**src/ucv_pkg.sv**
```systemverilog
// Shared types and constants for the UTF-8 command text checker.
`default_nettype none

package ucv_pkg;

  localparam int unsigned CP_W = 21;

  localparam logic [2:0] SEQ_NONE = 3'd0;
  localparam logic [2:0] SEQ_ONE  = 3'd1;
  localparam logic [2:0] SEQ_TWO  = 3'd2;
  localparam logic [2:0] SEQ_THREE = 3'd3;
  localparam logic [2:0] SEQ_FOUR = 3'd4;

  localparam logic [CP_W-1:0] CP_TAB       = 21'h00009;
  localparam logic [CP_W-1:0] CP_LF        = 21'h0000A;
  localparam logic [CP_W-1:0] CP_CR        = 21'h0000D;
  localparam logic [CP_W-1:0] CP_ESC       = 21'h0001B;
  localparam logic [CP_W-1:0] CP_SPACE     = 21'h00020;
  localparam logic [CP_W-1:0] CP_DEL       = 21'h0007F;
  localparam logic [CP_W-1:0] CP_C1_LAST   = 21'h0009F;
  localparam logic [CP_W-1:0] CP_MIN_TWO   = 21'h00080;
  localparam logic [CP_W-1:0] CP_MIN_THREE = 21'h00800;
  localparam logic [CP_W-1:0] CP_MIN_FOUR  = 21'h10000;
  localparam logic [CP_W-1:0] CP_SURR_LO   = 21'h0D800;
  localparam logic [CP_W-1:0] CP_SURR_HI   = 21'h0DFFF;
  localparam logic [CP_W-1:0] CP_MAX       = 21'h10FFFF;
  localparam logic [CP_W-1:0] CP_LSEP      = 21'h02028;
  localparam logic [CP_W-1:0] CP_PSEP      = 21'h02029;
  localparam logic [CP_W-1:0] CP_EMB_LO    = 21'h0202A;
  localparam logic [CP_W-1:0] CP_EMB_HI    = 21'h0202E;
  localparam logic [CP_W-1:0] CP_ISO_LO    = 21'h02066;
  localparam logic [CP_W-1:0] CP_ISO_HI    = 21'h02069;

  typedef struct packed {
    logic [1:0]      pending;
    logic [2:0]      width;
    logic [CP_W-1:0] cp;
    logic            fault;
  } ucv_state_t;

endpackage

`default_nettype wire

```
**src/ucv_cp_filter.sv**
```systemverilog
// Codepoint filter: overlong, range, surrogate, control and format checks.
`default_nettype none

module ucv_cp_filter
  import ucv_pkg::*;
(
  input  wire logic [CP_W-1:0] cp,
  input  wire logic [2:0]      width,
  output logic                 rejected
);

  logic overlong;
  logic range_bad;
  logic c0_bad;
  logic c1_bad;
  logic fmt_bad;

  always_comb begin
    overlong = ((width == SEQ_TWO) && (cp < CP_MIN_TWO)) ||
               ((width == SEQ_THREE) && (cp < CP_MIN_THREE)) ||
               ((width == SEQ_FOUR) && (cp < CP_MIN_FOUR));
    range_bad = (cp > CP_MAX) || (cp inside {[CP_SURR_LO:CP_SURR_HI]});
    c0_bad = (cp == CP_ESC) || (cp == CP_CR) ||
             ((cp < CP_SPACE) && (cp != CP_TAB) && (cp != CP_LF));
    c1_bad = cp inside {[CP_DEL:CP_C1_LAST]};
    fmt_bad = (cp inside {CP_LSEP, CP_PSEP}) ||
              (cp inside {[CP_EMB_LO:CP_EMB_HI]}) ||
              (cp inside {[CP_ISO_LO:CP_ISO_HI]});
    rejected = overlong || range_bad || c0_bad || c1_bad || fmt_bad;
  end

endmodule

`default_nettype wire

```
**src/ucv_decoder.sv**
```systemverilog
// Decoder state and per-word sequence tracking with sticky fault.
`default_nettype none

module ucv_decoder
  import ucv_pkg::*;
(
  input  wire logic       clk,
  input  wire logic       rst,
  input  wire logic       advance,
  input  wire logic [7:0] word_byte,
  input  wire logic       word_final,
  output logic            verdict_ok
);

  ucv_state_t st;
  ucv_state_t st_next;
  logic [CP_W-1:0] chk_cp;
  logic [2:0]      chk_width;
  logic            chk_rejected;
  logic [CP_W-1:0] assembled;

  assign assembled = {st.cp[CP_W-7:0], word_byte[5:0]};

  always_comb begin
    if (st.pending == 2'd0) begin
      chk_cp    = {{(CP_W-8){1'b0}}, word_byte};
      chk_width = SEQ_ONE;
    end else begin
      chk_cp    = assembled;
      chk_width = st.width;
    end
  end

  ucv_cp_filter u_filter (
    .cp       (chk_cp),
    .width    (chk_width),
    .rejected (chk_rejected)
  );

  always_comb begin
    st_next = st;
    if (st.pending == 2'd0) begin
      if (!word_byte[7]) begin
        if (chk_rejected) st_next.fault = 1'b1;
      end else if (word_byte[7:5] == 3'b110) begin
        st_next.cp      = {{(CP_W-5){1'b0}}, word_byte[4:0]};
        st_next.width   = SEQ_TWO;
        st_next.pending = 2'd1;
      end else if (word_byte[7:4] == 4'b1110) begin
        st_next.cp      = {{(CP_W-4){1'b0}}, word_byte[3:0]};
        st_next.width   = SEQ_THREE;
        st_next.pending = 2'd2;
      end else if (word_byte[7:3] == 5'b11110) begin
        st_next.cp      = {{(CP_W-3){1'b0}}, word_byte[2:0]};
        st_next.width   = SEQ_FOUR;
        st_next.pending = 2'd3;
      end else begin
        st_next.fault = 1'b1;
      end
    end else if (word_byte[7:6] != 2'b10) begin
      st_next.fault   = 1'b1;
      st_next.pending = 2'd0;
      st_next.width   = SEQ_NONE;
      st_next.cp      = '0;
    end else if (st.pending == 2'd1) begin
      if (chk_rejected) st_next.fault = 1'b1;
      st_next.pending = 2'd0;
      st_next.width   = SEQ_NONE;
      st_next.cp      = '0;
    end else begin
      st_next.cp      = assembled;
      st_next.pending = st.pending - 2'd1;
    end
  end

  assign verdict_ok = !(st_next.fault || (st_next.pending != 2'd0));

  always_ff @(posedge clk) begin
    if (rst) begin
      st <= '0;
    end else if (advance) begin
      // drop all sequence state at the end of a command
      st <= word_final ? '0 : st_next;
    end
  end

endmodule

`default_nettype wire

```
**src/utf8_command_validator_top.sv**
```systemverilog
// Top level of the UTF-8 command text checker with control filter.
//
//  channel | direction | handshake          | payload
//  in      | input     | in_valid/in_stall   | text_byte[7:0], final_byte
//  out     | output    | out_valid/out_stall | text_ok
//
// One word per cycle while in_stall is low; an accepted word waits in s1 until
// the decoder takes it; a final word loads the verdict register at that edge.
// Reset (rst, synchronous) empties both registers and clears the decoder.
// A stall on the output holds the verdict; the input stalls only when a final
// word waits behind an unaccepted verdict.
`default_nettype none

module utf8_command_validator_top
  import ucv_pkg::*;
(
  input  wire logic       clk,
  input  wire logic       rst,
  input  wire logic       in_valid,
  output logic            in_stall,
  input  wire logic [7:0] text_byte,
  input  wire logic       final_byte,
  output logic            out_valid,
  input  wire logic       out_stall,
  output logic            text_ok
);

  logic       s1_valid;
  logic [7:0] s1_byte;
  logic       s1_final;
  logic       out_free;
  logic       s1_go;
  logic       verdict_ok;

  assign out_free = !out_valid || !out_stall;
  assign s1_go    = s1_valid && (!s1_final || out_free);
  assign in_stall = s1_valid && !s1_go;

  always_ff @(posedge clk) begin
    if (rst) begin
      s1_valid <= 1'b0;
    end else if (!in_stall) begin
      s1_valid <= in_valid;
    end
  end

  always_ff @(posedge clk) begin
    if (!in_stall && in_valid) begin
      s1_byte  <= text_byte;
      s1_final <= final_byte;
    end
  end

  ucv_decoder u_decoder (
    .clk        (clk),
    .rst        (rst),
    .advance    (s1_go),
    .word_byte  (s1_byte),
    .word_final (s1_final),
    .verdict_ok (verdict_ok)
  );

  always_ff @(posedge clk) begin
    if (rst) begin
      out_valid <= 1'b0;
    end else if (s1_go && s1_final) begin
      out_valid <= 1'b1;
    end else if (!out_stall) begin
      out_valid <= 1'b0;
    end
  end

  always_ff @(posedge clk) begin
    if (s1_go && s1_final) begin
      text_ok <= verdict_ok;
    end
  end

endmodule

`default_nettype wire
```
**config.mk**
```make
export PLATFORM = sky130hd
export DESIGN_NAME = utf8_command_validator_top
export DESIGN_NICKNAME = d
export VERILOG_FILES = /design/src/ucv_pkg.sv /design/src/ucv_cp_filter.sv /design/src/ucv_decoder.sv /design/src/utf8_command_validator_top.sv
export SDC_FILE = /design/constraint.sdc
export NUM_CORES = 1
export LEC_CHECK = 0
export ABC_AREA = 1
export BUFFER_PORTS_ARGS = -buffer_cell sky130_fd_sc_hd__buf_4
export CAP_MARGIN = 25
export CORE_MARGIN = 5
export CORE_UTILIZATION = 56
export CTS_BUF_LIST = sky130_fd_sc_hd__clkbuf_4
export DETAILED_ROUTE_END_ITERATION = 8
export GPL_ROUTABILITY_DRIVEN = 0
export GPL_TIMING_DRIVEN = 0
export PLACE_DENSITY = 0.75
export SLEW_MARGIN = 0
export SYNTH_ARGS = -nofsm -noshare
export SYNTH_HDL_FRONTEND = slang
export SYNTH_SLANG_ARGS = --single-unit
```
**constraint.sdc**
```tcl
create_clock -name clk -period 2.1 [get_ports clk]
set_clock_uncertainty 0.2 [all_clocks]
set_input_delay 0.315 -clock clk [delete_from_list [all_inputs] [get_ports clk]]
set_output_delay 0.315 -clock clk [all_outputs]
set_load 0.05 [all_outputs]
```
; Word-level counts from Yosys, hierarchy flattened
; Cells that the tools add are included.
[op_classes]
mux = 20
eq_ne = 17
reduce_logical = 39
addsub = 1
magnitude_cmp = 13
[op_table]
columns = op, n
row1 = 26-bit 2-to-1 mux, 4
row2 = 27-bit 2-to-1 mux, 3
row3 = 21-bit by 14-bit == test with 1-bit output (second input constant), 2
row4 = 21-bit by 14-bit greater-or-equal comparator with 1-bit output (second input constant), 2
row5 = 21-bit by 14-bit <= comparator with 1-bit output (second input constant), 2
row6 = 21-bit 2-to-1 mux, 2
row7 = 21-bit by 4-bit != test with 1-bit output (second input constant), 2
row8 = 21-bit by 4-bit == test with 1-bit output (second input constant), 1
row9 = 21-bit by 5-bit == test with 1-bit output (second input constant), 1
row10 = 21-bit by 16-bit greater-or-equal comparator with 1-bit output (second input constant), 1
row11 = 21-bit by 7-bit greater-or-equal comparator with 1-bit output (second input constant), 1
row12 = 21-bit greater-than comparator (second input constant), 1
row13 = 21-bit by 16-bit <= comparator with 1-bit output (second input constant), 1
row14 = 21-bit by 8-bit <= comparator with 1-bit output (second input constant), 1
row15 = 21-bit by 12-bit < comparator with 1-bit output (second input constant), 1
row16 = 21-bit by 17-bit < comparator with 1-bit output (second input constant), 1
row17 = 21-bit by 6-bit < comparator with 1-bit output (second input constant), 1
row18 = 21-bit by 8-bit < comparator with 1-bit output (second input constant), 1
row19 = 1-bit logical OR, 14
row20 = 1-bit logical AND, 13
row21 = 1-bit 2-to-1 mux, 8
row22 = 3-bit by 2-bit == test with 1-bit output (second input constant), 2
row23 = 3-bit == test (second input constant), 2
row24 = 1-bit zero test, 6
row25 = 15 further kinds, 17
[totals]
elab_cells = 99
ff_bits = 33
input_bits = 13

; Depth between registers and ports, before layout
[logic_depth]
ltp_word = 17
ltp_mapped = 18
ltp_nobuf = 17

; Cells and area by module
; Synthesis repeated with hierarchy kept, for this count alone.
[hier_totals]
hier_cells = 356
hier_area_um2 = 2273.4
[by_module_without_submodules]
columns = mod, cells_per_inst, area_each_um2, n_inst
row1 = ucv_decoder, 194, 1247.4, 1
row2 = ucv_cp_filter, 133, 615.6, 1
row3 = utf8_command_validator_top, 29, 410.4, 1

; Worst setup path before layout
; No wires, ideal clock.
[synth_timing]
kind = register to register
startpoint = reg out_valid
endpoint = reg s1_byte[0], enable pin
stages_incl_launch_ff = 4
t_required_ns = 1.562
slack_ns = -0.297
arrival_time_ns = 1.859
cell_sequence = dfxtp_1 -> nand3_1 -> nor2_1 -> nor2_1
[synth_via]
elab_chain_len = 8
[synth_lines]
columns = element, line
row1 = from (decl), utf8_command_validator_top.sv:23  ; output logic out_valid,
row2 = from (signal assigned), utf8_command_validator_top.sv:65  ; out_valid <= 1'b0;
row3 = from (signal assigned), utf8_command_validator_top.sv:67  ; out_valid <= 1'b1;
row4 = from (signal assigned), utf8_command_validator_top.sv:69  ; out_valid <= 1'b0;
row5 = 1-bit zero test, utf8_command_validator_top.sv:35  ; assign out_free = !out_valid || !out_stall;
row6 = 1-bit logical OR, utf8_command_validator_top.sv:35
row7 = 1-bit logical OR, utf8_command_validator_top.sv:36  ; assign s1_go = s1_valid && (!s1_final || out_free);
row8 = 1-bit logical AND, utf8_command_validator_top.sv:36
row9 = 1-bit zero test, utf8_command_validator_top.sv:37  ; assign in_stall = s1_valid && !s1_go;
row10 = 1-bit logical AND, utf8_command_validator_top.sv:37
row11 = net in_stall, utf8_command_validator_top.sv:20  ; output logic in_stall,
row12 = 1-bit zero test, utf8_command_validator_top.sv:48  ; if (!in_stall && in_valid) begin
row13 = 1-bit logical AND, utf8_command_validator_top.sv:48
row14 = to (signal assigned), utf8_command_validator_top.sv:49  ; s1_byte <= text_byte;
row15 = to (decl), utf8_command_validator_top.sv:29  ; logic [7:0] s1_byte;
; The timed path passes the listed nets, and every way through them passes these cells.
; A chain may end at the register's enable or synchronous reset.

; Worst setup path in the final report
[layout_timing]
startpoint = reg u_decoder.st[26] (netlist name)
endpoint = reg text_ok, data pin
[layout_via]
elab_chain_len = 16
word_cells_on_any_way = 61
cone_classes = 1 x add/sub / 13 x order compare / 10 x eq/ne / 12 x mux / 25 x reduce/logical
[layout_lines]
columns = element, line
row1 = from (decl), ucv_decoder.sv:15  ; ucv_state_t st;
row2 = from (signal assigned), ucv_decoder.sv:83  ; st <= word_final ? '0 : st_next;
row3 = 2-bit zero test, "ucv_decoder.sv:25, ucv_decoder.sv:42"
row4 = 21-bit 2-to-1 mux / 3-bit 2-to-1 mux (equally long branches), ucv_decoder.sv:25  ; if (st.pending == 2'd0) begin
row5 = 21-bit by 8-bit < comparator with 1-bit output (tied with other cells), ucv_cp_filter.sv:19  ; overlong = ((width == SEQ_TWO) && (cp < CP_MIN_TWO)) ||
row6 = 1-bit logical AND (on tied branches), "ucv_cp_filter.sv:19, ucv_cp_filter.sv:20"
row7 = 1-bit logical OR, ucv_cp_filter.sv:19
row8 = 1-bit logical OR, ucv_cp_filter.sv:20  ; ((width == SEQ_THREE) && (cp < CP_MIN_THREE)) ||
row9 = 1-bit logical OR (4 in a row), ucv_cp_filter.sv:29  ; rejected = overlong || range_bad || c0_bad || c1_bad || fmt_bad;
row10 = 1-bit 2-to-1 mux, "ucv_decoder.sv:44, ucv_decoder.sv:66"
row11 = 1-bit 2-to-1 mux, ucv_decoder.sv:65  ; end else if (st.pending == 2'd1) begin
row12 = 27-bit 2-to-1 mux, ucv_decoder.sv:60  ; end else if (word_byte[7:6] != 2'b10) begin
row13 = 27-bit 2-to-1 mux *, ucv_decoder.sv:42  ; if (st.pending == 2'd0) begin
row14 = 1-bit logical OR *, ucv_decoder.sv:76  ; assign verdict_ok = !(st_next.fault || (st_next.pending != 2'd0));
row15 = 1-bit zero test *, ucv_decoder.sv:76
row16 = net u_decoder.verdict_ok, ucv_decoder.sv:12  ; output logic verdict_ok
row17 = to (signal assigned), utf8_command_validator_top.sv:75  ; text_ok <= verdict_ok;
row18 = to (decl), utf8_command_validator_top.sv:25  ; output logic text_ok
; Mark *: on every way through the listed nets, which the timed path passes. The rest lies on a longest branch. The select of a mux whose other input is x is not followed.

==> qor.txt <==
Status: finished, violations left
Failing checks: setup timing
Pin count of the biggest net entering global routing: 11
Fill cell count: 269
Most common cell in the netlist: nand2_1
Worst-path fanout max: 5
Post-synth top area cell: dfxtp_1
Post-synthesis async set-or-reset flop share: 0%
Final hold slack: 0.00876 ns
Post-Syn Area: 0.00205 sq mm
GR Overflow Total: 0
Syn_nets: 308
Net Switching: 0.384 mW
Routed length per instance: 14.3 microns
Setup ws final: -0.180 ns
First-pass GRT wire length: 9250 microns
Number of synthesized flops with an enable pin: 10
Clock Latency Late Sink: 0.33 ns
Met3 Wirelength: 252 microns
Top cell type's share of synthesized area: 22.5%
Maximum root-to-sink buffer count: 2
Placed cell area: 0.00223 sq mm
1st-pass router iterations: 4
R2R depth: 15
TritonCTS Buffers: 5
RSZ-0062 raised after global routing: true
Highest routed layer: met4
Worst hold-check path type: input port to flop
Port Buf Inserts: 15
Critical path startpoint category: flop
Vias in the first global route: 2025
Post-route ant nets: 0
Via density: 5.45
Worst EP required: 2.10 ns
Clk slew on worst S/H paths: 0.10 ns
Gr usage total: 23.4%
Internal power: 1.05 mW
Core Region: 0.00361 sq mm
Post-Route Utilization: 74.5%
Final period util: 109%
Ant diodes: 0
Metal2 WL: 2780 microns
Max-cap violations: 0
Placed cells: 356
Final instance area: 0.00269 sq mm
Synthesized flop and latch total: 33
Largest cells by area after synthesis: dfxtp_1 22%, edfxtp_1 15%, nand2_1 11%
Kind of critical path: flop to flop
FMAX: 439 MHz
Critical path arrival: 2.28 ns
Final hold vios: 0
Crit. End Element: flop
Fin. max-slew vios: 0
Most frequent cells after synthesis: 61 x nand2_1, 39 x nor2_1, 33 x inv_1, 23 x a21oi_1, 23 x dfxtp_1
Full die area: 0.00497 sq mm
Predominant post-synthesis flop cell: dfxtp_1
Worst hold path stage count: 3
Final HPWL DP: 3770 microns
Routed WL: 5460 microns
Max IR drop VDD: 0.738 mV
Num rows: 22
CTS tree: built
Tmin final: 2.28 ns
Clock root buffer: clkbuf_4
Sw Ratio: 26.8%
Setup TNS: -0.386 ns
Mean Syn Cell Area: 6.99 sq um
DR DRC count: 0
Final setup fails: 5
Initial DRC Count: 97
Ys Warns: 0
Initial Util: 56.8%
Syn Inst Count: 293
Clk pwr share: 33.0%
Layout cells sized above 1: 31.6%
H-tree Lvls: 2
Die X: 70.5 microns
Chip Height: 70.5 microns
Clk sinks: 33
Initial antenna violation count: 0
Non-Filler Instances: 383
Metal1 wirelength: 2280 microns
Max-slew headroom: 49.7%
Layout overhead on the synthesized area: 31.0%
Slew of the pin with the lowest slew margin: 0.752 ns
Power per cell area: 534 mW/mm^2
Top Ports: 16
Layout net count: 349
Synth cell types: 32
Seq pwr share: 49.8%
Sequential element share of the synthesized area: 37.1%
Vias: 2089
Gate power share: 17.2%
Leakage power: 1.17 nW
## placed cells by master (no fill, tap or decap), drive strengths merged
master	n
ha	2
nor4	3
nand4	8
nor2	46
o32ai	1
inv	38
clkbuf	8
a211oi	11
buf	31
o21ai	14
nand3b	1
edfxtp	10
dlygate4sd3	9
clkinv	2
nor3	7
a21oi	25
a31oi	2
or2	1
bufinv	1
nand3	20
a311oi	2
nand2	70
dfxtp	23
## worst paths after layout
check,startpoint,to,slack (ns)
worst max register to register,u_decoder.st[26]$_SDFFE_PP0P_,text_ok$_DFFE_PP_,-0.18
worst min-delay path,in_valid,s1_valid$_SDFFE_PP0N_,0.009
worst max-delay path,u_decoder.st[26]$_SDFFE_PP0P_,text_ok$_DFFE_PP_,-0.18
worst min register to register,u_decoder.assembled[18]$_SDFFE_PP0P_,u_decoder.assembled[18]$_SDFFE_PP0P_,0.30
## area by class of cell
cell class              count  area [sq um]  share of cell area, %
multi-input cells         213          1260                   46.9
flip-flops and latches     33           763                   28.4
repair buffers             34           298                   11.1
inverters                  39           156                   5.82
plain buffers               8          68.8                   2.56
well taps                  48          60.1                   2.24
clock buffers               6          45.0                   1.68
clock inverters             2          33.8                   1.26
## state kept, by name (all words and copies together), names as in the netlist
register / count
out_valid: 1
s1_byte: 8
s1_final: 1
s1_valid: 1
text_ok: 1
u_decoder.assembled: 15
u_decoder.st: 6
## metrics by stage
step                      power [mW]  setup WS [ns]
after floorplan                0.856      0.0000112
after global placement         0.912         -0.347
after detailed placement       0.915         -0.335
after CTS                       1.42         -0.171
after global routing            1.50         -0.343
final                           1.43         -0.180
## power by group through the flow
stage	clock [mW]	combinational [mW]	sequential (mW)
2_1_floorplan	0	0.132	0.724
3_3_place_gp	0	0.186	0.726
3_5_place_dp	0	0.188	0.727
4_1_cts	0.476	0.230	0.711
5_1_grt	0.516	0.273	0.716
6_report	0.473	0.247	0.713
## worst max-delay path, stage by stage, from the launching register on
cell	delay, ns
dfxtp_2	0.35
inv_2	0.08
ha_4	0.17
inv_6	0.06
buf_8	0.14
o21ai_4	0.08
nand4_1	0.24
nor2_4	0.17
nand2_1	0.06
nand2_1	0.06
nand2_1	0.05
nor2_2	0.09
nand3_2	0.11
nand2_1	0.09
nand2_2	0.07
a21oi_2	0.13
## kinds of logic (layout without fill, tap and decap cells)
family | count (synthesis) | after routing | synth area share, %
buffers and inverters | 47 | 89 | 9.28
and+or+nand+nor | 156 | 156 | 35.7
adders and majority gates | 2 | 2 | 1.22
DFF | 33 | 33 | 37.1
AOI/OAI and AO/OA | 55 | 55 | 16.7
## timing repair
item | 4_1_cts | 5_1_grt
endpoints found under the hold margin | 9 | 0
cloned | 1 | 0
pin swaps | 18 | 7
setup buffers | 8 | 1
hold buffers | 9 | 0
endpoints found under the setup margin | 17 | 20
gates resized for setup | 41 | 20
## layer usage
| layer | track usage (%) | vias to the layer above |
|---|---|---|
| li1 | - | 1064 |
| met1 | 28.1 | 943 |
| met2 | 40.4 | 63 |
| met3 | 4.46 | 19 |
| met4 | 9.57 | 0 |
| met5 | 0 | - |
No activity file was read; power rests on OpenSTA's default activity.
